`src/sv/skvt_pkg.sv`:
```
// Package with shared types, sizes and codes for the sorted key/value table.
`timescale 1ns / 1ps
package skvt_pkg;

   localparam int DEPTH = 16;
   localparam int IDX_W = $clog2(DEPTH);
   localparam int CNT_W = $clog2(DEPTH + 1);

   localparam logic [1:0] REQ_INSERT = 2'd0;
   localparam logic [1:0] REQ_DELETE = 2'd1;
   localparam logic [1:0] REQ_LOOKUP = 2'd2;
   localparam logic [1:0] REQ_LIST   = 2'd3;

   localparam logic [2:0] STAT_OK       = 3'd0;
   localparam logic [2:0] STAT_DUP      = 3'd1;
   localparam logic [2:0] STAT_FULL     = 3'd2;
   localparam logic [2:0] STAT_NOTFOUND = 3'd3;
   localparam logic [2:0] STAT_ENTRY    = 3'd4;
   localparam logic [2:0] STAT_EMPTY    = 3'd5;

   typedef logic [71:0] word72_type;

   typedef struct packed {
      logic [1:0]  req_type;
      logic [63:0] key_head;
      logic [7:0]  key_tail;
      logic [63:0] value_head;
      logic [7:0]  value_tail;
   } req_payload_type;

   typedef struct packed {
      logic [2:0]  status;
      logic [63:0] out_key_head;
      logic [7:0]  out_key_tail;
      logic [63:0] out_value_head;
      logic [7:0]  out_value_tail;
      logic [4:0]  entry_count;
      logic        last;
   } rsp_payload_type;

   typedef enum logic [1:0] {
      CELL_HOLD,
      CELL_INSERT,
      CELL_DELETE,
      CELL_ROTATE
   } cell_op_type;

   typedef struct packed {
      cell_op_type op;
      word72_type  key;
      word72_type  value;
   } cell_ctl_type;

   typedef struct packed {
      logic eq;
      logic gt;
   } cell_flag_type;

   typedef enum logic [1:0] {
      S_IDLE,
      S_COMPARE,
      S_EXEC,
      S_LIST
   } state_type;

endpackage

```
`src/sv/skvt_cell.sv`:
```
// One storage cell of the sorted chain: holds an entry, compares it and shifts it.
`timescale 1ns / 1ps
module skvt_cell (
   input  logic                  clock,
   input  skvt_pkg::cell_ctl_type ctl,
   input  logic                  valid,
   input  skvt_pkg::word72_type  left_key,
   input  skvt_pkg::word72_type  left_value,
   input  logic                  left_gt,
   input  skvt_pkg::word72_type  right_key,
   input  skvt_pkg::word72_type  right_value,
   output skvt_pkg::word72_type  key,
   output skvt_pkg::word72_type  value,
   output skvt_pkg::cell_flag_type flag
);
   import skvt_pkg::*;

   word72_type    key_ff, key_in;
   word72_type    value_ff, value_in;
   cell_flag_type flag_ff, flag_in;

   always_comb begin
      flag_in.eq = valid && (key_ff == ctl.key);
      flag_in.gt = !valid || (key_ff > ctl.key);
   end

   always_comb begin
      key_in   = key_ff;
      value_in = value_ff;
      case (ctl.op)
         CELL_HOLD: begin
            key_in   = key_ff;
            value_in = value_ff;
         end
         CELL_INSERT: begin
            if (flag_ff.gt) begin
               if (left_gt) begin
                  key_in   = left_key;
                  value_in = left_value;
               end else begin
                  key_in   = ctl.key;
                  value_in = ctl.value;
               end
            end
         end
         CELL_DELETE: begin
            if (flag_ff.gt || flag_ff.eq) begin
               key_in   = right_key;
               value_in = right_value;
            end
         end
         CELL_ROTATE: begin
            key_in   = right_key;
            value_in = right_value;
         end
         default: begin
            key_in   = key_ff;
            value_in = value_ff;
         end
      endcase
   end

   always_ff @(posedge clock) begin
      key_ff   <= key_in;
      value_ff <= value_in;
      flag_ff  <= flag_in;
   end

   assign key   = key_ff;
   assign value = value_ff;
   assign flag  = flag_ff;

endmodule

```
`config.mk`:
```
export PLATFORM = sky130hd
export DESIGN_NAME = skvt_cell
export DESIGN_NICKNAME = d
export VERILOG_FILES = /design/src/sv/skvt_pkg.sv /design/src/sv/skvt_cell.sv
export SDC_FILE = /design/constraint.sdc
export NUM_CORES = 1
export LEC_CHECK = 0
export ABC_AREA = 1
export BUFFER_PORTS_ARGS = -buffer_cell sky130_fd_sc_hd__buf_4
export CORE_AREA = 2 2 227 229
export CTS_BUF_LIST = sky130_fd_sc_hd__clkbuf_4 sky130_fd_sc_hd__clkbuf_8 sky130_fd_sc_hd__clkbuf_16
export DETAILED_ROUTE_END_ITERATION = 8
export DIE_AREA = 0 0 229 231
export SLEW_MARGIN = 20
export SYNTH_ARGS = -nofsm -noshare
export SYNTH_HDL_FRONTEND = slang
export SYNTH_SLANG_ARGS = --single-unit
```
`constraint.sdc`:
```
create_clock -name clock -period 6 [get_ports clock]
set_input_delay 0.6 -clock clock [delete_from_list [all_inputs] [get_ports clock]]
set_output_delay 0.6 -clock clock [all_outputs]
set_load 0.02 [all_outputs]
```
After elaboration in Yosys (flattened, before gate mapping). Cells that the tools add are included.

Multipliers: 0. Shift operators: 0. Add/sub/neg operators: 0. Equality and inequality tests: 6. Bitwise gates (word level): 1. Magnitude comparators: 1. Div/mod/pow operators: 0. Reductions and logical operators: 6. Muxes and demuxes: 8.

Operator list (number): 72-bit two-way mux (6); 72-bit case mux with 3 select lines (2); 72-bit == test (1); 72-bit > comparator (1); 2-bit == test, second input constant (2); 2-bit != test, second input constant (2); 3-bit AND reduction (1); 2-bit by 1-bit == test with 1-bit output, second input constant (1); 2-bit logical NOT (1); 1-bit logical OR (2); 1-bit logical AND (1); 1-bit logical NOT (1); 1-bit inverter (1).

Bits in registers: 146. Bits in read-only memories: 0. Input bits: 437. Bits in latches: 0. Output and inout port bits: 146. RAM bits: 0. Memories: 0. Logic and storage cells: 26.

Longest topological paths before layout. Gate-level depths: netlist of the first run.

Word-level depth: 3. Mapped depth: 14. Depth with buffers taken out: 14.

Worst setup path before layout of the first run. Ideal clock, no wire load.

Kind: input to register. From: in ctl[145] in the netlist's numbering. To: reg key_ff[0], in the netlist key[0], enable pin. Arrival time: 3.542 ns. Path slack: 1.228 ns. Cell stages on the path: 5. Buffers on the path: 3. Setup time: 1.229 ns. Required time: 4.771 ns. Path through: buf_2 > buf_2 > buf_2 > o21ai_0 > nand2_1.

Cells in the longest elaborated chain, start to end: 3. Elaborated cells between the ends (all ways): 7. Classes of those cells: eq/ne (4); bitwise (1); reduce/logical (2).

Ends and longest elaborated chain: start: declaration (line skvt_cell.sv:5) `input skvt_pkg::cell_ctl_type ctl,`; 2-bit == test, or another cell as far along (line skvt_cell.sv:30) `case (ctl.op)`; 2-bit != test (no line) / 1-bit inverter (equally long branches); 3-bit AND reduction (no line) *; end signal: assignment (line skvt_cell.sv:64) `key_ff <= key_in;`; end: declaration (line skvt_cell.sv:18) `word72_type key_ff, key_in;`.

Mark *: on every way between the ends. The rest lies on a longest branch, timed or not. A chain may end at the register's enable or synchronous reset.

Final worst setup path of the first run.
From: in ctl[145] in the netlist's numbering. To: reg key_ff[68], in the netlist key[68], data pin.

Cells in the longest elaborated chain, start to end: 2. Elaborated cells between the ends (all ways): 4. Classes of those cells: eq/ne (3); mux (1).

Ends and longest elaborated chain (line): 2-bit == test / 2-bit by 1-bit == test with 1-bit output (equally long branches) (skvt_cell.sv:30); 72-bit case mux with 3 select lines * (skvt_cell.sv:30); via key_in[68] (skvt_cell.sv:18).

The timed path passes the listed nets; every way through them passes the cells marked *.

==> run_results.csv, run 1 <==
group,metric,value,unit
die,rows,83,
drt,drt_iter0_drc,400,
clocking,h-tree-depth,4,
synth,syn_nets,1569,
clocking,cts_tree,"built",
timing,relSlewSlack,37.8,%
placed_design,dp_hpwl,31.0,mm
timing,tightestPinTransition,0.933,ns
setup_path,worstPathArrival,2.57,ns
min_path,min_path_type,"in -> reg",
finish,drive_above_1_share,39.3,%
setup_path,cp_max_fo,157,
timing,max_clock_freq,0.431,GHz
setup_path,criticalPathCategory,"in -> reg",
clocking,path_clk_slew,0.07,ns
setup_path,critPathMaxStageDelay,0.64,ns
drt,wl_per_cell,17.1,µm
synth,synthCells,1060,
setup_path,startpoint_type,"input pin",
finish,final_common_cell,"buf_4",
power,leakagePower,0.00689,µW
placed_design,io_buffers,582,
synth,ys_warn_count,0,
setup_path,path_buf_inv,3,
die,die_w,229,µm
finish,final_cell_mix,"buf_4 (584), nand2_1 (230), a21oi_1 (176)",
power,peakVddDrop,0.169,mV
run,maxCapViolCount,0,
global_routing,first_global_vias,9870,
drt,drc,0,
synth,synthesis.area,9340,µm²
power,power_density,235,nW/µm²
outcome,status,"completed",
setup_path,slowest_stage,"buf_4",
placed_design,dp_slack,2.97,ns
finish,syn_to_final_growth,59.7,%
synth,yosysSeqAreaShare,46.7,%
die,die_h,231,µm
finish,multi_input_comb_area,4300,µm²
global_routing,overflow,0,
timing,tns,0,ns
clocking,insertion_delay,0.49,ns
setup_path,crit_path_frequent_cell,"buf_4",
die,start_util,18.4,%
setup_path,cp_cell_sequence,"buf_4, inv_8, buf_4, o211ai_1, o21a_1",
setup_path,worstPathRequired,6.25,ns
drt,wirelength,39.4,mm
clocking,clk_root_buffer_cell,"clkbuf_16",
clocking,numCtsBuffers,17,
finish,final_net_count,2111,
global_routing,grt_start_max_net_pins,158,
setup_path,end_kind,"flop",
timing,finalCriticalPeriod,2.32,ns
timing,min_period_over_period,38.7,%
clocking,clk_path_buf_depth,2,
finish,nFillCells,5373,
placed_design,gp_congestion,0.925,
synth,yosys_register_bits,146,
timing,slew_violations,0,
global_routing,grtUsageTotal,14.5,%
finish,fin_util,29.4,%
die,core_area,50700,µm²
timing,setup_violations,0,
die,dieArea,52900,µm²
global_routing,grt_pass1_wl,57.3,mm
finish,seqCellArea,4360,µm²
global_routing,antenna_found_initial,2,
drt,vias,9740,
drt,drtAntennaViolNets,0,
timing,setup_slack,3.68,ns
timing,finClkSkew,0.0104,ns
timing,rsz0062_at_grt,"no",
clocking,cts_num_sinks,146,
synth,syn_avg_cell_area,8.81,µm²
clocking,post_cts_buffers,0,
clocking,ctsResizeCount,0,
drt,routed_via_density,4.24,
setup_path,critPathTopFamily,"buffers and inverters",
drt,drt-pass1-iter-count,5,
clocking,cts_hold_buffers,0,
synth,synth_cell_types,25,
die,ios,583,
timing,final_hold_viol_count,0,
==> report_power, final <==
group	switching (µW)	internal [µW]
clock network	519	580
logic	571	479
registers	63.8	1290
total	1150	2350
==> sequential cells by signal, summed over array words and instances (netlist names) <==
register / cells
flag: 2
key: 72
value: 72
==> final cells by class <==
type	instances	area share, %
clock buffers	17	2.85
flip-flops and latches	146	29.3
well taps	680	5.70
multi-input cells	748	28.8
inverters	102	2.62
diodes	1	0.0168
repair buffers	587	29.7
clock inverters	15	0.998
==> layer usage <==
| layer | part of all wire [%] | track usage, % | vias up |
|---|---|---|---|
| met4 | 3.0 | 6.07 | 2 |
| met2 | 48 | 24.0 | 432 |
| met5 | 0.025 | 0 | - |
| met3 | 8.4 | 5.31 | 56 |
| met1 | 40 | 16.7 | 4484 |
| li1 | - | - | 4766 |
==> worst paths after layout <==
check	startpoint	slack, ns	depth (start not counted)	end
setup / recovery	ctl[145]	3.68	5	key[68]
hold reg to reg	key[6]	0.92	5	flag[1]
hold / removal	right_key[62]	0.38	2	key[62]
setup reg to reg	flag[0]	3.81	3	key[29]
==> cells in the mapped netlist <==
master    number  area [µm²]
nand2_1      231         867
a21oi_1      176         881
edfxtp_1     144        4320
inv_1        100         375
nor2_1        93         349
o21a_1        73         548
ha_1          72         901
o211ai_1      70         526
buf_2         48         240
clkbuf_1      12        45.0
nand3_1        6        30.0
o21ai_0        6        30.0
a21o_1         4        30.0
buf_1          4        15.0
nand2_2        3        18.8
nand4_1        3        18.8
nor2_2         3        18.8
dfxtp_1        2        40.0
inv_2          2        7.51
nor2_4         2        22.5
nor3_2         2        20.0
a21oi_2        1        8.76
nand3_2        1        10.0
nand3b_1       1        7.51
nor2b_1        1        6.26
==> kinds of logic after synthesis <==
family,after synthesis,share of synthesized area [%]
AND/OR/NAND/NOR,346,14.7
AO/OA/AOI/OAI,330,21.7
buffers and inverters,166,7.31
flip-flops,146,46.7
adder cells (fa/ha/maj),72,9.64
==> through the flow <==
stage / hold slack [ns] / instances / cell area, µm² / total power (µW)
after CTS: 0.331 / 2295 / 14900 / 3570
after global placement: 0.872 / 2263 / 14300 / 2430
after global routing: 0.351 / 2295 / 14900 / 3680
after detailed placement: 0.875 / 2263 / 14300 / 2440
final: 0.378 / 2296 / 14900 / 3500
after floorplan: 0.782 / 1060 / 9340 / 1880
Power figures use the tool's default switching activity.
==> run 2, diff against run 1 <==
--- a/config.mk
+++ b/config.mk
@@ -5,12 +5,12 @@
 export SDC_FILE = /design/constraint.sdc
 export NUM_CORES = 1
 export LEC_CHECK = 0
-export ABC_AREA = 1
+export ABC_AREA = 0
 export BUFFER_PORTS_ARGS = -buffer_cell sky130_fd_sc_hd__buf_4
-export CORE_AREA = 2 2 227 229
+export CORE_AREA = 2 2 225 227
 export CTS_BUF_LIST = sky130_fd_sc_hd__clkbuf_4 sky130_fd_sc_hd__clkbuf_8 sky130_fd_sc_hd__clkbuf_16
 export DETAILED_ROUTE_END_ITERATION = 8
-export DIE_AREA = 0 0 229 231
+export DIE_AREA = 0 0 227 229
 export SLEW_MARGIN = 20
 export SYNTH_ARGS = -nofsm -noshare
 export SYNTH_HDL_FRONTEND = slang
==> constraint.sdc (replaced) <==
create_clock -name clock -period 2.2 [get_ports clock]
set_input_delay 0.22 -clock clock [delete_from_list [all_inputs] [get_ports clock]]
set_output_delay 0.22 -clock clock [all_outputs]
set_load 0.02 [all_outputs]
==> run 2 against run 1 <==
Net effect: routed wire length is 5.6% lower; largest cell class unchanged; clock skew increased by 0.0033 ns; critical path depth increased by 2; first-iteration DRC count is 11% lower.
==> run_results.csv, run 2 <==
group,metric,value,unit
power,power_frac_clock,31.7,%
power,seq_power_share,37.8,%
global_routing,grt_pass1_wl,52.5,mm
synth,yosysMostFrequentCell,"nand2_1",
drt,drt_iter0_drc,357,
timing,min_period_over_period,91.6,%
setup_path,cp_max_fo,3,
placed_design,post-place-cells,2134,
power,peakVddDrop,0.462,mV
die,start_util,18.4,%
setup_path,worstPathArrival,2.37,ns
timing,slew_violations,0,
synth,yosys_register_bits,146,
drt,drtAntennaViolNets,0,
outcome,status,"completed",
power,power_switching,2960,µW
drt,routed.top_layer,"met5",
global_routing,overflow,0,
finish,drive_above_1_share,44.0,%
setup_path,startpoint_type,"flop",
setup_path,worstPathRequired,2.56,ns
power,leakagePower,0.00740,µW
run,maxCapViolCount,0,
clocking,path_clk_slew,0.07,ns
timing,holdWs,0.0389,ns
power,combPwrFrac,30.5,%
timing,final_hold_viol_count,0,
clocking,cts_num_sinks,146,
die,rows,82,
global_routing,grt_start_max_net_pins,97,
clocking,h-tree-depth,4,
timing,setup_violations,0,
clocking,post_cts_buffers,0,
die,die_w,227,µm
setup_path,end_kind,"flop",
power,p_int,6680,µW
synth,ys_warn_count,0,
timing,relSlewSlack,67.0,%
clocking,cts_tree,"built",
synth,synth_cell_types,35,
power,power_density,626,nW/µm²
setup_path,cp_cell_sequence,"ha_1, nand4_1, nor4_2, buf_4, and3_1, and3_4, a21oi_2",
synth,async_flop_share,0,%
global_routing,grtUsageTotal,13.8,%
finish,nFillCells,5173,
finish,final_net_count,2007,
setup_path,slowest_stage,"edfxtp_1",
drt,route.met2.wl,18.8,mm
drt,drt-pass1-iter-count,4,
finish,fin_cells,2184,
global_routing,antenna_found_initial,3,
synth,synth_edf_count,144,
die,core_area,49700,µm²
clocking,numCtsBuffers,17,
drt,drt-met1-wl,14.5,mm
setup_path,criticalPathCategory,"reg -> reg",
drt,wirelength,37.2,mm
clocking,clk_root_buffer_cell,"clkbuf_16",
synth,synthCells,891,
setup_path,critPathTopFamily,"simple AND/OR/NAND/NOR gates",
synth,synth_flop_cell,"edfxtp_1",
synth,yosysSeqAreaShare,47.8,%
finish,final_common_cell,"buf_4",
min_path,min_path_type,"in -> reg",
drt,wl_met3,2.87,mm
setup_path,critPathMaxStageDelay,0.45,ns
timing,finalCriticalPeriod,2.01,ns
die,die_h,229,µm
synth,ys_top_cells_by_count,"nand2_1 (157), edfxtp_1 (144), mux2i_1 (144)",
finish,final_cell_mix,"buf_4 (607), nand2_1 (157), mux2i_1 (144), edfxtp_1 (144), o21ai_0 (90)",
drt,vias,8984,
timing,tightestPinTransition,0.489,ns
timing,finClkSkew,0.0136,ns
die,dieArea,52000,µm²
global_routing,first_global_vias,9225,
placed_design,io_buffers,582,
drt,wl_per_cell,17.0,µm
timing,rsz0062_at_grt,"no",
synth,synth_top_area_share,47.3,%
finish,multi_input_comb_area,4350,µm²
timing,max_clock_freq,0.496,GHz
clocking,clk_path_buf_depth,2,
synth,netlist_top_cells_area,"edfxtp_1 (47%), mux2i_1 (16%), ha_1 (9.9%)",
placed_design,dp_hpwl,31.3,mm
placed_design,gp_congestion,0.866,
synth,syn_avg_cell_area,10.3,µm²
finish,seqCellArea,4360,µm²
die,ios,583,
power,finalPower,9640,µW
synth,syn_nets,1400,
synth,synthesis.area,9140,µm²
clocking,insertion_delay,0.47,ns
drt,routed_via_density,4.11,
finish,syn_to_final_growth,68.6,%
drt,drc,0,
power,p_sw_share,30.7,%
setup_path,path_buf_inv,1,
synth,synth_top_cell_by_area,"edfxtp_1",
-- run 2: changes by cell type after synthesis, moves of 33 or more --
cell and delta:
o21ai_0 +85, o21a_1 -73, mux2i_1 +144, nor2_1 -89, buf_2 -33, o211ai_1 -66, a21oi_1 -142, nand2_1 -74
o21ai_1 +66
-- run 2: final timing paths --
| kind | from | end | slack (ns) | depth (start not counted) |
|---|---|---|---|---|
| min reg2reg | key[2] | flag[1] | 0.85 | 2 |
| min | right_value[69] | value[69] | 0.04 | 3 |
| max | key[38] | flag[0] | 0.19 | 7 |
| max reg2reg | key[38] | flag[0] | 0.19 | 7 |
-- run 2: area by class of cell --
class                   count  share of cell area (%)
flip-flops and latches    146                    28.3
clock buffers              17                    2.76
well taps                 672                    5.46
inverters                  74                    1.80
diodes                      2                  0.0325
repair buffers            636                    32.2
multi-input cells         623                    28.3
clock inverters            14                    1.15
-- run 2: what timing repair did --
action	CTS	global route
setup endpoints to repair	1	1
hold endpoints to repair	17	0
pin swaps	0	3
resized for setup	3	6
hold buffers	17	0
-- run 2: routing by layer --
| metal | GRT usage (%) | vias to the layer above |
|---|---|---|
| li1 | - | 4432 |
| met1 | 14.8 | 4094 |
| met2 | 25.1 | 403 |
| met3 | 4.27 | 53 |
| met4 | 5.43 | 2 |
| met5 | 0 | - |
-- run 2: worst register-to-register path, stage by stage, from the launching register on --
cell and delay, ns:
edfxtp_1 0.45, ha_1 0.33, nand4_1 0.14, nor4_2 0.39, buf_4 0.18, and3_1 0.18, and3_4 0.19, a21oi_2 0.03
-- run 2: cells by family (layout without fill, tap and decap cells) --
kind of cell             after synthesis  in the layout  synth area share [%]
flip-flops                           146            146                  47.8
buffers and inverters                122            741                  5.22
AND/OR/NAND/NOR                      201            201                  9.62
multiplexers                         144            144                  15.8
other                                  0              2                     0
AO/OA/AOI/OAI                        206            206                  11.8
adder cells (fa/ha/maj)               72             72                  9.86
-- run 2: power by group through the flow --
stage / Combinational [µW] / Clock, µW / Sequential (µW)
detailed placement: 2930 / 0 / 3710
CTS: 2970 / 3170 / 3650
floorplan: 885 / 0 / 4100
global route: 3180 / 3270 / 3690
global placement: 2910 / 0 / 3690
finish: 2940 / 3060 / 3650
-- run 2: stage by stage --
| stage | setup slack (ns) | instance area [µm²] | util (%) | setup TNS [ns] |
|---|---|---|---|---|
| finish | 0.186 | 15400 | 31.0 | 0 |
| global route | 0.0336 | 15400 | 31.0 | 0 |
| CTS | 0.00765 | 15400 | 31.0 | 0 |
| detailed placement | -0.00296 | 14600 | 29.4 | -0.00296 |
| global placement | 0.00180 | 14600 | 29.4 | 0 |
| floorplan | -1.03 | 9200 | - | -148.80 |
==> run 3, diff against run 2 <==
--- a/config.mk
+++ b/config.mk
@@ -6,7 +6,7 @@
 export NUM_CORES = 1
 export LEC_CHECK = 0
 export ABC_AREA = 0
-export BUFFER_PORTS_ARGS = -buffer_cell sky130_fd_sc_hd__buf_4
+export BUFFER_PORTS_ARGS = -buffer_cell sky130_fd_sc_hd__buf_2
 export CORE_AREA = 2 2 225 227
 export CTS_BUF_LIST = sky130_fd_sc_hd__clkbuf_4 sky130_fd_sc_hd__clkbuf_8 sky130_fd_sc_hd__clkbuf_16
 export DETAILED_ROUTE_END_ITERATION = 8
==> run 3 against run 2 <==
Net effect: register-to-register slack got worse by 0.05 ns; combinational power fell by 12%; sequential share of layout area rose by 2.3 points; sequential power barely moved; clock skew fell by 0.00057 ns; power fell by 5.3%; global-route usage fell by 0.25 points; sequential cell count did not move.
==> run_results.csv, run 3 (same netlist as run 2, synthesis figures left out) <==
group,metric,value,unit
outcome,status,"completed",
finish,fin_cells,2219,
finish,seqCellArea,4360,µm²
die,core_area,49700,µm²
timing,slew_violations,0,
setup_path,rrSetupSlack,0.13,ns
clocking,cts_num_sinks,146,
finish,final_cell_mix,"buf_2 (580), nand2_1 (157), mux2i_1 (144), edfxtp_1 (144), o21ai_0 (90)",
clocking,h-tree-depth,4,
clocking,post_cts_buffers,0,
timing,finClkSkew,0.0131,ns
setup_path,worstPathArrival,2.44,ns
clocking,cts_tree,"built",
drt,wl_per_cell,16.4,µm
timing,finalCriticalPeriod,2.07,ns
global_routing,overflow,0,
setup_path,criticalPathCategory,"reg -> reg",
placed_design,io_buffers,582,
setup_path,worstPathRequired,2.57,ns
power,power_switching,3000,µW
drt,drc,0,
finish,syn_to_final_growth,55.9,%
finish,multi_input_comb_area,4360,µm²
global_routing,grt_start_max_net_pins,109,
run,maxCapViolCount,0,
setup_path,end_kind,"flop",
global_routing,antenna_found_initial,7,
die,die_h,229,µm
power,seq_power_share,39.7,%
drt,routed_via_density,4.13,
clocking,clk_path_buf_depth,2,
timing,max_clock_freq,0.484,GHz
clocking,insertion_delay,0.47,ns
die,die_w,227,µm
power,peakVddDrop,0.536,mV
die,start_util,18.4,%
global_routing,grtUsageTotal,13.6,%
die,rows,82,
placed_design,dp_hpwl,30.1,mm
power,p_sw_share,32.9,%
global_routing,grt_pass1_wl,51.4,mm
global_routing,first_global_vias,9360,
drt,wirelength,36.4,mm
power,finalPower,9130,µW
min_path,min_path_type,"in -> reg",
power,combPwrFrac,28.4,%
drt,vias,9158,
setup_path,cp_max_fo,3,
finish,final_net_count,2038,
timing,final_hold_viol_count,0,
drt,drt_iter0_drc,333,
placed_design,post-place-cells,2134,
die,ios,583,
power,p_int,6130,µW
timing,relSlewSlack,69.0,%
setup_path,startpoint_type,"flop",
finish,fin_util,28.7,%
clocking,numCtsBuffers,17,
timing,rsz0062_at_grt,"no",
drt,drt-pass1-iter-count,4,
clocking,path_clk_slew,0.07,ns
drt,drtAntennaViolNets,0,
die,dieArea,52000,µm²
finish,nFillCells,5269,
placed_design,gp_congestion,0.892,
finish,final_common_cell,"buf_2",
timing,setup_violations,0,
timing,tightestPinTransition,0.460,ns
clocking,clk_root_buffer_cell,"clkbuf_16",
finish,drive_above_1_share,43.1,%
power,leakagePower,0.00703,µW
timing,min_period_over_period,93.9,%
power,power_density,641,nW/µm²
timing,tns,0,ns
power,power_frac_clock,31.9,%
[run 3: cell types whose count changed in the layout (fill, tap and decap cells not counted), sizes merged]
cell | previous run | this run
bufinv | 3 | 1
clkinv | 3 | 7
clkinvlp | 3 | 1
diode | 2 | 5
dlygate4sd3 | 17 | 48
inv | 79 | 80
[run 3: repair_timing]
action | in CTS | in global routing
gates resized for setup | 1 | 9
hold buffers | 48 | 0
pin swaps | 0 | 2
setup endpoints to repair | 1 | 2
cloned | 0 | 0
hold endpoints to repair | 48 | 0
[run 3: per-layer routing]
metal,up-vias,share of wire (%),global-route usage [%]
met1,4167,39,14.6
met4,4,4.4,7.27
met2,427,48,23.5
met3,68,7.9,4.39
li1,4492,-,-
met5,-,0.074,0
[run 3: worst paths after layout]
check | start | to | depth (start not counted)
max | key[38] | flag[0] | 7
min | right_key[67] | key[67] | 3
max reg2reg | key[38] | flag[0] | 7
min reg2reg | key[2] | flag[1] | 2
[run 3: critical path, cell delays in order, from the launching register on]
cell and delay (ns):
edfxtp_1 0.46, ha_1 0.33, nand4_1 0.16, nor4_2 0.44, buf_4 0.19, and3_1 0.17
and3_4 0.19, a21oi_2 0.03
[run 3: area by class of cell]
cell class	instances	area share [%]
antenna	5	0.0878
clock buffer	17	2.99
clock inverter	15	1.06
inverter	74	1.95
multi-input combinational	623	30.6
sequential	146	30.6
tap	672	5.90
timing repair buffer	667	26.8
[run 3: power by group through the flow]
stage          Sequential [µW]  Combinational, µW  Clock [µW]
6_report                  3630               2590        2910
5_1_grt                   3660               2830        3160
4_1_cts                   3630               2610        3060
3_5_place_dp              3690               2530           0
3_3_place_gp              3670               2510           0
2_1_floorplan             4100                885           0
[run 3: through the flow]
step / hold slack [ns] / worst slack (ns) / cell area, µm²
2_1_floorplan: 0.411 / -1.03 / 9200
3_3_place_gp: 0.501 / -0.0307 / 13100
3_5_place_dp: 0.504 / -0.0234 / 13100
4_1_cts: 0.000156 / 0.0133 / 14200
5_1_grt: 0.0181 / 0.0111 / 14200
6_report: 0.0471 / 0.134 / 14200
