$ cat src/sv/skvt_pkg.sv
// Package with shared types, sizes and codes for the sorted key/value table.
`timescale 1ns / 1ps
package skvt_pkg;

   localparam int DEPTH = 16;
   localparam int IDX_W = $clog2(DEPTH);
   localparam int CNT_W = $clog2(DEPTH + 1);

   localparam logic [1:0] REQ_INSERT = 2'd0;
   localparam logic [1:0] REQ_DELETE = 2'd1;
   localparam logic [1:0] REQ_LOOKUP = 2'd2;
   localparam logic [1:0] REQ_LIST   = 2'd3;

   localparam logic [2:0] STAT_OK       = 3'd0;
   localparam logic [2:0] STAT_DUP      = 3'd1;
   localparam logic [2:0] STAT_FULL     = 3'd2;
   localparam logic [2:0] STAT_NOTFOUND = 3'd3;
   localparam logic [2:0] STAT_ENTRY    = 3'd4;
   localparam logic [2:0] STAT_EMPTY    = 3'd5;

   typedef logic [71:0] word72_type;

   typedef struct packed {
      logic [1:0]  req_type;
      logic [63:0] key_head;
      logic [7:0]  key_tail;
      logic [63:0] value_head;
      logic [7:0]  value_tail;
   } req_payload_type;

   typedef struct packed {
      logic [2:0]  status;
      logic [63:0] out_key_head;
      logic [7:0]  out_key_tail;
      logic [63:0] out_value_head;
      logic [7:0]  out_value_tail;
      logic [4:0]  entry_count;
      logic        last;
   } rsp_payload_type;

   typedef enum logic [1:0] {
      CELL_HOLD,
      CELL_INSERT,
      CELL_DELETE,
      CELL_ROTATE
   } cell_op_type;

   typedef struct packed {
      cell_op_type op;
      word72_type  key;
      word72_type  value;
   } cell_ctl_type;

   typedef struct packed {
      logic eq;
      logic gt;
   } cell_flag_type;

   typedef enum logic [1:0] {
      S_IDLE,
      S_COMPARE,
      S_EXEC,
      S_LIST
   } state_type;

endpackage

$ cat src/sv/skvt_ctrl.sv
// Request sequencer, entry count and result register for the sorted key/value table.
`timescale 1ns / 1ps
module skvt_ctrl (
   input  logic                      clock,
   input  logic                      reset,
   input  logic                      req_valid,
   output logic                      req_ready,
   input  skvt_pkg::req_payload_type req_payload,
   output logic                      rsp_valid,
   input  logic                      rsp_ready,
   output skvt_pkg::rsp_payload_type rsp_payload,
   input  skvt_pkg::cell_flag_type   cell_flag [skvt_pkg::DEPTH],
   input  skvt_pkg::word72_type      cell_value [skvt_pkg::DEPTH],
   input  skvt_pkg::word72_type      head_key,
   input  skvt_pkg::word72_type      head_value,
   output skvt_pkg::cell_ctl_type    cell_ctl,
   output logic [skvt_pkg::CNT_W-1:0] count
);
   import skvt_pkg::*;

   state_type       state_ff, state_in;
   req_payload_type req_ff;
   logic [CNT_W-1:0] count_ff, count_in;
   logic [IDX_W-1:0] step_ff, step_in;
   logic            rsp_valid_ff, rsp_valid_in;
   rsp_payload_type rsp_ff, rsp_in;

   logic       any_eq;
   word72_type lookup_value;
   logic       out_free;
   logic       list_emit;
   logic       list_done;
   logic       list_move;
   logic       emit;

   always_comb begin
      any_eq       = 1'b0;
      lookup_value = '0;
      for (int i = 0; i < DEPTH; i++) begin
         any_eq       = any_eq | cell_flag[i].eq;
         lookup_value = lookup_value | (cell_flag[i].eq ? cell_value[i] : '0);
      end
   end

   assign out_free  = !rsp_valid_ff || rsp_ready;
   assign list_emit = CNT_W'(step_ff) < count_ff;
   assign list_done = step_ff == IDX_W'(DEPTH - 1);
   assign list_move = !list_emit || out_free;

   always_comb begin
      state_in = state_ff;
      case (state_ff)
         S_IDLE: begin
            if (req_valid) state_in = S_COMPARE;
         end
         S_COMPARE: state_in = S_EXEC;
         S_EXEC: begin
            if (out_free) begin
               if (req_ff.req_type == REQ_LIST && count_ff != '0) state_in = S_LIST;
               else state_in = S_IDLE;
            end
         end
         S_LIST: begin
            if (list_move && list_done) state_in = S_IDLE;
         end
         default: state_in = S_IDLE;
      endcase
   end

   always_comb begin
      req_ready    = state_ff == S_IDLE;
      cell_ctl.op    = CELL_HOLD;
      cell_ctl.key   = {req_ff.key_head, req_ff.key_tail};
      cell_ctl.value = {req_ff.value_head, req_ff.value_tail};
      emit         = 1'b0;
      rsp_in       = '0;
      count_in     = count_ff;
      step_in      = step_ff;
      case (state_ff)
         S_EXEC: begin
            step_in = '0;
            if (out_free) begin
               rsp_in.last = 1'b1;
               case (req_ff.req_type)
                  REQ_INSERT: begin
                     emit = 1'b1;
                     if (any_eq) begin
                        rsp_in.status = STAT_DUP;
                     end else if (count_ff == CNT_W'(DEPTH)) begin
                        rsp_in.status = STAT_FULL;
                     end else begin
                        rsp_in.status = STAT_OK;
                        cell_ctl.op   = CELL_INSERT;
                        count_in      = count_ff + CNT_W'(1);
                     end
                  end
                  REQ_DELETE: begin
                     emit = 1'b1;
                     if (any_eq) begin
                        rsp_in.status = STAT_OK;
                        cell_ctl.op   = CELL_DELETE;
                        count_in      = count_ff - CNT_W'(1);
                     end else begin
                        rsp_in.status = STAT_NOTFOUND;
                     end
                  end
                  REQ_LOOKUP: begin
                     emit = 1'b1;
                     if (any_eq) begin
                        rsp_in.status         = STAT_OK;
                        rsp_in.out_value_head = lookup_value[71:8];
                        rsp_in.out_value_tail = lookup_value[7:0];
                     end else begin
                        rsp_in.status = STAT_NOTFOUND;
                     end
                  end
                  REQ_LIST: begin
                     if (count_ff == '0) begin
                        emit          = 1'b1;
                        rsp_in.status = STAT_EMPTY;
                     end
                  end
                  default: emit = 1'b0;
               endcase
            end
         end
         S_LIST: begin
            if (list_move) begin
               cell_ctl.op = CELL_ROTATE;
               step_in     = step_ff + IDX_W'(1);
               if (list_emit) begin
                  emit                  = 1'b1;
                  rsp_in.status         = STAT_ENTRY;
                  rsp_in.out_key_head   = head_key[71:8];
                  rsp_in.out_key_tail   = head_key[7:0];
                  rsp_in.out_value_head = head_value[71:8];
                  rsp_in.out_value_tail = head_value[7:0];
                  rsp_in.last           = (CNT_W'(step_ff) + CNT_W'(1)) == count_ff;
               end
            end
         end
         default: emit = 1'b0;
      endcase
      rsp_in.entry_count = 5'(count_in);
      rsp_valid_in = emit ? 1'b1 : (rsp_ready ? 1'b0 : rsp_valid_ff);
   end

   always_ff @(posedge clock) begin
      if (reset) begin
         state_ff     <= S_IDLE;
         count_ff     <= '0;
         step_ff      <= '0;
         rsp_valid_ff <= 1'b0;
      end else begin
         state_ff     <= state_in;
         count_ff     <= count_in;
         step_ff      <= step_in;
         rsp_valid_ff <= rsp_valid_in;
      end
   end

   always_ff @(posedge clock) begin
      if (req_valid && req_ready) req_ff <= req_payload;
      if (emit) rsp_ff <= rsp_in;
   end

   assign rsp_valid   = rsp_valid_ff;
   assign rsp_payload = rsp_ff;
   assign count       = count_ff;

endmodule

$ cat config.mk
export PLATFORM = sky130hd
export DESIGN_NAME = skvt_ctrl
export DESIGN_NICKNAME = d
export VERILOG_FILES = /design/src/sv/skvt_pkg.sv /design/src/sv/skvt_ctrl.sv
export SDC_FILE = /design/constraint.sdc
export NUM_CORES = 1
export LEC_CHECK = 0
export ABC_CLOCK_PERIOD_IN_PS = 15100
export BUFFER_PORTS_ARGS = -buffer_cell sky130_fd_sc_hd__buf_2
export CORE_AREA = 2 2 704 706
export DETAILED_ROUTE_END_ITERATION = 7
export DIE_AREA = 0 0 706 708
export PLACE_DENSITY_LB_ADDON = 0.25
export SLEW_MARGIN = 20
export SYNTH_ARGS = -nofsm -noshare
export SYNTH_HDL_FRONTEND = slang
export SYNTH_SLANG_ARGS = --single-unit
$ cat constraint.sdc
create_clock -name clock -period 15.1 [get_ports clock]
set_input_delay 1.51 -clock clock [delete_from_list [all_inputs] [get_ports clock]]
set_output_delay 1.51 -clock clock [all_outputs]
set_load 0.02 [all_outputs]
### Yosys cells after proc, flatten, opt, wreduce, memory -nomap -nowiden

Index checks and enable logic that the tools add are counted.

* flip-flop bits (word level): 311
* input bits: 1478
* output and inout port bits: 306
* word-level logic and storage cells: 143

* add/sub/neg operators: 4
* order comparisons: 1
* equal/unequal tests: 13
* muxes and demuxes: 61
* bitwise logic cells: 30
* reductions and logical operators: 18

Operators with widths (count)
* $mux W72: 19
* $or A72 B72 Y72: 15
* $mux W147: 2
* $pmux W72 S2: 1
* $mux W5: 5
* $mux W2: 10
* $or A1 B1 Y1: 15
* $mux W1: 11
* $pmux W5 S2: 1
* $pmux W3 S3: 1
* $eq A2 B2 Y1 const B: 4
* $ne A2 B2 Y1 const B: 4
* $pmux W2 S2: 2
* $pmux W2 S4: 1
* $pmux W4 S2: 1
* $mux W3: 2
* $pmux W1 S2: 3
* $pmux W3 S2: 1
* $reduce_and A3 Y1: 2
* $add A4 B1 Y5 const B: 1
* $add A5 B1 Y5 const B: 1
* $eq A5 B5 Y1: 1
* $eq A5 B5 Y1 const B: 1
* $logic_not A5 Y1: 1
* other kinds (15): 22

### Logic depth before layout (Yosys ltp)

Gate-level depths: netlist of run 1.

* depth in word-level cells: 20
* depth in mapped cells: 9
* mapped depth without buffers: 7

### Worst setup path before layout of run 1

OpenSTA, ideal clock, no wires.

* path type: input to register
* start point: input port rsp_ready
* end point: register rsp_ff, in the netlist rsp_payload[0] (enable)
* setup time: 0.699 ns
* arrival: 9.050 ns
* required time: 14.401 ns
* slack: 5.352 ns
* stages: 4
* buffers on the path: 1
* cells stage by stage: nand2b_1 -> nand2_1 -> clkbuf_1 -> o21bai_1

* word-level cells in the longest chain between the ends: 4
* elaborated cells between the ends (all ways): 5
* those cells by class: 3 x mux; 2 x reduce/logical

Ends and longest elaborated chain
* from (decl): RTL line skvt_ctrl.sv:10 `input logic rsp_ready,`
* $logic_or A1 B1 Y1 *: RTL line skvt_ctrl.sv:45 `assign out_free = !rsp_valid_ff || rsp_ready;`
* $logic_or A1 B1 Y1: RTL line skvt_ctrl.sv:48 `assign list_move = !list_emit || out_free;`
* $mux W1: RTL line skvt_ctrl.sv:128 `if (list_move) begin`
* $pmux W1 S2 *: RTL line skvt_ctrl.sv:79 `case (state_ff)`
* net emit: RTL line skvt_ctrl.sv:34 `logic emit;`
* to (signal assigned): RTL line skvt_ctrl.sv:164 `if (emit) rsp_ff <= rsp_in;`
* to (decl): RTL line skvt_ctrl.sv:26 `rsp_payload_type rsp_ff, rsp_in;`

The timed path passes the listed nets; every way through them passes the cells marked *.
A chain may end at the register's enable or synchronous reset.

==> summary.txt, run 1 <==
Logic synthesis
  – Xor-xnor portion of the synthesized cell area: 0.283%
  – Largest family of logic cells by synthesized area: compound AO/OA/AOI/OAI gates
  – Compound-Gate Fraction of Synth Area: 32.1%
  – Mean Syn Cell Area: 12.0 sq um
  – Flops & latches, synth: 311
  – Post-synth top flop: edfxtp_1
  – Leading area contributor after synthesis: edfxtp_1
  – Synth Warn #: 0
  – Simple logic cell fraction of the synthesized area: 7.17%
  – Share of flip-flops with an asynchronous set or reset: 0%
  – Mapped Cells: 1,549
  – Cell Area, Synth: 0.0186 sq mm
  – Mux contribution to synthesized area: 0.168%
  – Synth top area share: 48.3%
  – Yosys cell types: 54
  – EDFF count, synth: 299
  – Synth top area cells: edfxtp_1, a22o_1, a221oi_1
  – Post-synth net total: 3,038
  – Seq/Total Area, Yosys: 49.6%
  – Adder-cell share of the synthesized area: 0.740%

Power
  – Sw frac: 38.9%
  – Maximum VDD drop: 0.105 mV
  – Sw power: 1.33 mW
  – PD cells: 92.2 mW/mm^2
  – Reg power frac: 32.3%
  – Clock power share: 38.6%
  – Lkg Pwr: 13.7 nW
  – Combinational Power Share: 29.2%
  – Internal Power: 2.08 mW

Critical path
  – Critical-path maximum fanout: 35
  – CP endpoint kind: output pin
  – CP startpoint kind: primary input
  – Cell with the largest stage delay on the worst path: and4_1
  – Crit Path Category: primary input to output pin
  – Worst path arrival time: 4.16 ns
  – Data required time at the worst endpoint: 13.59 ns
  – Crit-path cells: buf_6, buf_4, nor4_4, and4_1, nand4_1, nand2_1, buf_2
  – Family with the most delay on the worst path: simple AND/OR/NAND/NOR gates
  – Critical path's largest stage delay: 0.80 ns
  – CP bufs+invs: 3

Hold path
  – HP Class: flop to flop

GRT
  – Initial antenna violation count: 631
  – Largest net degree at the start of global routing: 94
  – GRT Total Usage: 17.0%
  – First-pass GRT wire length: 500,000 um
  – Vias in the first global route: 24,800
  – GRT overflow: 0

Die
  – Ports: 1,784
  – Rows: 258
  – Die height: 708 um
  – CORE AREA: 0.492 sq mm
  – Initial core utilization: 3.78%
  – Die area: 0.500 sq mm
  – Die X: 706 um

CTS
  – Clk pin slew, worst setup/hold paths: 0.06 ns
  – CTS buffer count: 53
  – CTS Root Cell: clkbuf_16
  – CTS Buffer Depth: 3
  – CTS Hold Bufs: 0
  – CTS tree: built
  – H-tree depth: 2
  – Post-CTS setup buffer count: 0
  – Clock latency on the worst-skew pair: 0.73 ns
  – Sink Count: 311
  – Resized cells post-CTS: 0

Routing
  – Drt first pass iters: 5
  – DRT iter0 DRCs: 2,537
  – DRC violations left: 0
  – Per-cell routed wire length: 44.6 um
  – Number of routed nets with antenna violations: 0
  – Vias: 26,900
  – Total wire length: 445,000 um
  – Vias per inst: 2.70

Placed design
  – Routability cong.: 0.943
  – Post-DP HPWL: 402,000 um
  – Port-buffer cells: 1,767

STA
  – Max-slew headroom: 15.1%
  – Final Slew Violations: 0
  – Final setup viols: 0
  – Setup TNS: 0 ns
  – Hold WS: 0.579 ns
  – Minimum clock period after layout: 5.67 ns
  – RSZ-0062 raised after global routing: no
  – Max frequency: 176 MHz
  – Final-report hold violation count: 0
  – Crit share post-route: 37.6%
  – Worst Tran Pin Value: 1.27 ns
  – Setup Skew: 0.0557 ns

Layout
  – Commonest non-fill, non-tap cell in the layout: buf_2
  – Layout area overhead: 99.2%
  – Final net count: 4,635
  – Commonest non-fill, non-tap cells in the layout: buf_2, a22o_1, edfxtp_1
  – Share of cells above drive strength 1: 61.3%
  – Fillcell total: 57,800

Run
  – Maxcap violations: 0

Run status
  – Outcome: completed
==> flip-flops by register name, summed over array words and instances, names as in the netlist <==
| register | flops |
|---|---|
| count | 5 |
| step_ff | 4 |
| cell_ctl | 144 |
| state_ff | 2 |
| req_ff | 2 |
| rsp_payload | 153 |
| rsp_valid | 1 |
==> cell type report <==
cell class              instances  area (sq um)  share of cell area (%)
repair buffers               1848          9600                    25.9
diodes                        281           703                    1.90
well taps                    6500          8130                    22.0
flip-flops and latches        311          9220                    24.9
clock inverters                36           380                    1.03
multi-input cells             919          7600                    20.5
inverters                      13          53.8                   0.145
clock buffers                  59          1350                    3.64
==> path summary, 6_finish.rpt <==
kind                      start              end  slack [ns]  depth (start not counted)
setup reg to reg       count[2]  rsp_payload[39]       11.31                          8
hold reg to reg      step_ff[0]       step_ff[0]        0.58                          2
setup / recovery  cell_flag[21]    cell_ctl[144]        9.43                          7
hold / removal       step_ff[0]       step_ff[0]        0.58                          2
==> Yosys cell counts, types with 4 or more instances <==
master	instances
buf_4	147
buf_1	12
inv_1	12
dfxtp_1	12
and2_1	72
nor4_1	5
o21ai_0	7
nor3_1	8
a211oi_1	4
nor2_1	10
a22o_1	360
ha_1	11
clkbuf_1	117
nand2b_1	5
nor4_4	4
nand3_1	7
nand4_1	76
a221oi_1	289
buf_2	20
a21oi_1	9
nand2_1	9
xor2_1	4
buf_6	10
edfxtp_1	299
==> through the flow <==
stage	instances	area, sq um	power (mW)	utilization, %	setup WS, ns
floorplan	1549	18600	1.44	-	5.35
global placement	9588	34600	2.16	7.02	9.36
detailed placement	9589	34600	2.15	7.03	9.35
CTS	9684	36300	3.54	7.38	9.34
global route	9826	36700	3.56	7.45	9.27
finish	9967	37000	3.41	7.52	9.43
==> worst register-to-register path: stages (launching register included) <==
cell and delay [ns]:
dfxtp_1 0.61, inv_1 0.20, ha_1 0.33, nand2_1 0.06, a211oi_1 0.07, nor4_2 0.47, o21bai_4 0.21, buf_4 0.54
buf_4 0.77
==> routing by layer <==
| metal | global-route usage (%) | up-vias | wire length, um |
|---|---|---|---|
| met4 | 3.48 | 240 | 13600 |
| li1 | - | 10100 | - |
| met3 | 7.97 | 964 | 49300 |
| met1 | 19.3 | 13100 | 170000 |
| met5 | 0 | - | 1600 |
| met2 | 29.1 | 2511 | 210000 |
==> power groups by stage <==
stage	clock [mW]	combinational (mW)	sequential, mW
after global placement	0	1.03	1.13
final	1.32	0.996	1.10
after floorplan	0	0.302	1.14
after detailed placement	0	1.03	1.12
after global routing	1.42	1.04	1.11
after CTS	1.40	1.03	1.11
==> kinds of logic after synthesis <==
| logic type | after synthesis |
|---|---|
| muxes | 3 |
| buffers and inverters | 319 |
| xor gates and xnor gates | 6 |
| AOI/OAI and AO/OA | 691 |
| DFF | 311 |
| adders and majority gates | 11 |
| and+or+nand+nor | 208 |
(Power assumes the default switching activity.)
==> inputs of run 2 (changes only) <==
Settings changed: ABC_CLOCK_PERIOD_IN_PS 15100 to 4700.
Clock period 15.1 ns to 4.7 ns, I/O delays scaled along.
==> run 2 against run 1 <==
Effect of this change:
- the run now ends with slew limit left
- worst hold slack worse by 0.51 ns
- design area is 6.9% higher
- register-to-register slack worse by 9.9 ns
- wire length is 2.7% lower
- sequential share of layout area is 1.6 points lower
- non-clock buffer count is 295 higher
- largest cell class unchanged
==> summary.txt, run 2 (synthesized netlist as in run 1, its figures left out) <==
Die
  – Rows: 258
  – Ports: 1,784
  – Die X: 706 um
  – Die height: 708 um
  – Die area: 0.500 sq mm
  – Initial core utilization: 3.78%
  – CORE AREA: 0.492 sq mm

Routing
  – DRT iter0 DRCs: 2,795
  – Total wire length: 433,000 um
  – Vias per inst: 2.76
  – DRC violations left: 0
  – Drt first pass iters: 6
  – Per-cell routed wire length: 42.8 um
  – Vias: 27,900
  – Number of routed nets with antenna violations: 0

CTS
  – CTS tree: built
  – Sink Count: 311
  – Clk pin slew, worst setup/hold paths: 0.06 ns
  – CTS Root Cell: clkbuf_16
  – CTS buffer count: 50
  – Clock latency on the worst-skew pair: 0.73 ns
  – H-tree depth: 2
  – CTS Buffer Depth: 3

STA
  – Final Slew Violations: 1
  – Crit share post-route: 81.0%
  – RSZ-0062 raised after global routing: no
  – Max-slew headroom: -4.11%
  – Setup TNS: 0 ns
  – Worst Tran Pin Value: 1.56 ns
  – Final setup viols: 0
  – Minimum clock period after layout: 3.81 ns
  – Worst setup margin: 0.891 ns
  – Final-report hold violation count: 0
  – Max frequency: 263 MHz
  – Setup Skew: 0.0535 ns

GRT
  – Largest net degree at the start of global routing: 71
  – Initial antenna violation count: 584
  – GRT overflow: 0
  – GRT Total Usage: 16.6%
  – First-pass GRT wire length: 492,000 um
  – Vias in the first global route: 26,500

Placed design
  – DP Area: 0.0349 sq mm
  – Post-DP HPWL: 389,000 um
  – Port-buffer cells: 1,767
  – Setup Slack @ Placement: 0.873 ns
  – Routability cong.: 0.975

Power
  – Sw power: 4.39 mW
  – Internal Power: 6.92 mW
  – PD cells: 285 mW/mm^2
  – Combinational Power Share: 31.5%
  – Sw frac: 38.8%
  – Reg power frac: 31.0%
  – Clock power share: 37.5%
  – Lkg Pwr: 15.0 nW
  – Maximum VDD drop: 0.265 mV

Critical path
  – Worst path arrival time: 3.34 ns
  – CP startpoint kind: flop
  – CP endpoint kind: output pin
  – Critical-path maximum fanout: 9
  – FF-to-FF Start: count[3]
  – Crit Path Category: flop to output pin
  – Data required time at the worst endpoint: 4.23 ns
  – Launch point of the worst path: count[3]

Run status
  – Failing checks: slew limit
  – Outcome: finished with violations

Layout
  – Commonest non-fill, non-tap cells in the layout: buf_2, a22o_1, edfxtp_1
  – Layout area overhead: 113%
  – Design Area, Final: 0.0396 sq mm
  – Commonest non-fill, non-tap cell in the layout: buf_2
  – Final net count: 4,927
  – Final core occ: 8.05%
  – Share of cells above drive strength 1: 56.9%
  – Max FFs per register: 153

Run
  – Maxcap violations: 0

Hold path
  – Worst hold start: req_payload[76]
  – HP Class: primary input to flop
-- run 2: cell count changes in the layout (fill, tap and decap cells not counted), sizes merged, moves of 3 or more --
cell	previous run	this run
buf	1845	1879
bufinv	6	9
clkbuf	62	53
diode	281	139
dlygate4sd3	0	264
-- run 2: final cells by class --
| class | instances | area, sq um |
|---|---|---|
| Clock buffer | 53 | 1260 |
| Antenna cell | 139 | 348 |
| Sequential cell | 311 | 9220 |
| Multi-Input combinational cell | 919 | 7570 |
| Clock inverter | 40 | 474 |
| Inverter | 13 | 53.8 |
| Fill cell | 57700 | 453000 |
| Timing Repair Buffer | 2143 | 12500 |
| Tap cell | 6500 | 8130 |
-- run 2: stage by stage --
stage / instances / hold slack, ns / total power, mW
2_1_floorplan: 1549 / 0.506 / 4.61
3_3_place_gp: 9619 / 0.562 / 6.97
3_5_place_dp: 9622 / 0.566 / 6.95
4_1_cts: 9979 / 0.000542 / 11.7
5_1_grt: 10000 / 0.0321 / 11.8
6_report: 10100 / 0.0738 / 11.3
-- run 2: worst max-delay path: stages (launching register included) --
cell and delay, ns:
dfxtp_1 0.57, inv_1 0.10, ha_1 0.33, a21oi_1 0.17, nor2_1 0.08, nor3_1 0.77, or2_2 0.29, o21ai_0 0.11
buf_2 0.21
-- run 2: power groups by stage --
stage          logic (mW)  registers, mW  clock network [mW]
2_1_floorplan       0.971           3.63                   0
3_3_place_gp         3.39           3.58                   0
3_5_place_dp         3.38           3.57                   0
4_1_cts              3.66           3.52                4.52
5_1_grt              3.70           3.52                4.57
6_report             3.56           3.50                4.24
-- run 2: repair_timing --
| action | in CTS | in global routing |
|---|---|---|
| hold endpoints to repair | 264 | 0 |
| buffers inserted | 0 | 0 |
| gates resized for setup | 0 | 0 |
| hold buffers | 264 | 0 |
-- run 2: worst paths after layout --
kind / cells past startpoint / slack [ns] / end
worst min-delay path: 1 / 0.07 / cell_ctl[76]
worst max-delay path: 8 / 0.89 / cell_ctl[145]
worst min register to register: 2 / 0.58 / step_ff[1]
worst max register to register: 8 / 1.38 / rsp_payload[66]
-- run 2: per-layer routing --
layer	track usage, %	part of all wire (%)
met5	0.433	0.28
met4	2.69	2.6
met3	5.61	9.0
met2	28.1	47
met1	20.5	41
==> inputs of run 3 (changes only) <==
Settings changed: ABC_CLOCK_PERIOD_IN_PS 4700 to 3100.
Clock period 4.7 ns to 3.1 ns, I/O delays scaled along.
==> run 3 against run 2 <==
Effect of this change:
- count of clock-buffer cells in the layout increased by 2
- sequential cell count unchanged
- largest power group unchanged
- critical path type is now flop to flop
- clock skew increased by 0.0030 ns
- worst hold slack improved by 0.051 ns
- the flow finishes with violations (setup timing)
- setup slack got worse by 0.90 ns
- total power increased by 44%
==> summary.txt, run 3 (synthesized netlist as in run 1, its figures left out) <==
Hold path
  – Hold endpoint: rsp_payload[77]
  – Worst hold start: cell_value[791]
  – HP Class: primary input to flop
  – Worst hold stages: 4

Routing
  – Number of routed nets with antenna violations: 0
  – Total wire length: 416,000 um
  – DRC violations left: 0
  – Drt first pass iters: 6
  – DRT iter0 DRCs: 2,785
  – Vias per inst: 2.81
  – Per-cell routed wire length: 40.3 um
  – Vias: 29,000

STA
  – Crit share post-route: 100%
  – Minimum clock period after layout: 3.11 ns
  – Max-slew headroom: 24.2%
  – Final Slew Violations: 0
  – Worst Tran Pin Value: 1.14 ns
  – Worst setup margin: -0.0130 ns
  – RSZ-0062 raised after global routing: no
  – Max frequency: 321 MHz
  – Hold WS: 0.125 ns
  – Setup Skew: 0.0565 ns
  – Final-report hold violation count: 0
  – Final setup viols: 2

Power
  – Combinational Power Share: 31.5%
  – Internal Power: 10.2 mW
  – Maximum VDD drop: 0.417 mV
  – Clock power share: 36.0%
  – Lkg Pwr: 15.6 nW
  – PD cells: 398 mW/mm^2
  – Sw power: 6.13 mW
  – Sw frac: 37.6%
  – Reg power frac: 32.5%
  – Total power: 16.3 mW

Die
  – CORE AREA: 0.492 sq mm
  – Ports: 1,784
  – Initial core utilization: 3.78%
  – Die X: 706 um
  – Die area: 0.500 sq mm
  – Rows: 258
  – Die height: 708 um

Placed design
  – Port-buffer cells: 1,767
  – Routability cong.: 1.06
  – Post-DP HPWL: 375,000 um
  – DP Area: 0.0357 sq mm
  – Setup Slack @ Placement: -0.0453 ns

CTS
  – Clock latency on the worst-skew pair: 0.75 ns
  – Sink Count: 311
  – H-tree depth: 2
  – CTS buffer count: 48
  – Post-CTS setup buffer count: 0
  – CTS tree: built
  – Clk pin slew, worst setup/hold paths: 0.06 ns
  – CTS Root Cell: clkbuf_16
  – CTS Buffer Depth: 3

Layout
  – Design Area, Final: 0.0410 sq mm
  – Share of cells above drive strength 1: 57.4%
  – Max FFs per register: 153
  – Commonest non-fill, non-tap cells in the layout: buf_2, a22o_1, dlygate4sd3_1
  – Final core occ: 8.32%
  – Fillcell total: 57,700
  – Layout area overhead: 120%
  – Commonest non-fill, non-tap cell in the layout: buf_2
  – Final net count: 5,046

Run
  – Maxcap violations: 0

Critical path
  – Critical-path maximum fanout: 74
  – CP endpoint kind: flop
  – Worst path arrival time: 3.61 ns
  – Crit Path Category: flop to flop
  – FF-to-FF End: rsp_payload[31]
  – Data required time at the worst endpoint: 3.59 ns
  – FF-to-FF path depth: 9
  – FF-to-FF Start: count[1]
  – R2R setup slack: -0.01 ns
  – Launch point of the worst path: count[1]
  – CP startpoint kind: flop

GRT
  – GRT overflow: 0
  – Busiest grt layer: met2
  – First-pass GRT wire length: 476,000 um
  – Routing usage on met1: 18.7%
  – Largest net degree at the start of global routing: 75
  – Vias in the first global route: 27,000
  – Initial antenna violation count: 620
  – M2 GR Usage: 25.6%
  – GRT met3 Usage: 7.06%
  – GRT Total Usage: 15.9%

Run status
  – Failing checks: setup timing
  – Outcome: finished with violations
==> run 3: changes by cell type in the layout (fill, tap and decap cells not counted), sizes merged <==
cell         delta
diode          +85
bufinv          -5
clkbuf          +2
clkinv          -4
dlygate4sd3    +43
buf            +78
inv             -1
==> run 3: worst max path at each step <==
| stage | endpoint | slack, ns | cells past startpoint |
|---|---|---|---|
| CTS | cell_ctl[144] | 0.008 | 8 |
| floorplan | rsp_payload[0] | -0.65 | 6 |
| detailed placement | rsp_payload[53] | -0.05 | 7 |
| global route | rsp_payload[31] | 0.0004 | 9 |
| finish | rsp_payload[31] | -0.01 | 9 |
| global placement | rsp_payload[53] | -0.04 | 7 |
==> run 3: worst max-delay path, stage by stage, from the launching register on <==
cell and delay, ns:
dfxtp_4 0.39, inv_1 0.10, ha_1 0.31, nand2b_1 0.07, a211oi_2 0.29, nor4_2 0.11, buf_4 0.21, buf_16 0.18
a22o_1 0.41, dlygate4sd3_1 0.56
==> run 3: final cells by class <==
| class | instances | area, sq um | share of cell area, % |
|---|---|---|---|
| multi-input combinational | 919 | 7610 | 18.6 |
| sequential | 311 | 9230 | 22.5 |
| inverter | 13 | 55.1 | 0.134 |
| antenna | 224 | 561 | 1.37 |
| clock inverter | 30 | 308 | 0.752 |
| clock buffer | 55 | 1250 | 3.05 |
| tap | 6500 | 8130 | 19.9 |
| timing repair buffer | 2264 | 13800 | 33.7 |
==> run 3: timing repair <==
action / 4_1_cts / 5_1_grt
cloned: 0 / 0
hold buffers: 307 / 0
pin swaps: 0 / 1
endpoints found under the hold margin: 299 / 0
resized for setup: 5 / 2
endpoints found under the setup margin: 2 / 5
==> run 3: per-stage QoR <==
step / TNS (ns) / cells
2_1_floorplan: -113.35 / 1549
3_3_place_gp: -0.0567 / 9699
3_5_place_dp: -0.0837 / 9700
4_1_cts: 0 / 10100
5_1_grt: 0 / 10200
6_report: -0.0178 / 10300
==> run 3: power by group through the flow <==
stage          Sequential [mW]  Clock, mW  Combinational (mW)
3_3_place_gp              5.39          0                4.79
3_5_place_dp              5.38          0                4.78
4_1_cts                   5.30       6.26                5.26
5_1_grt                   5.32       6.30                5.37
6_report                  5.30       5.87                5.13
2_1_floorplan             5.50          0                1.48
==> run 3: per-layer routing <==
metal / vias up / routed length, um
li1: 10900 / -
met1: 14000 / 163000
met2: 2718 / 185000
met3: 1137 / 47200
met4: 264 / 19400
met5: - / 1790
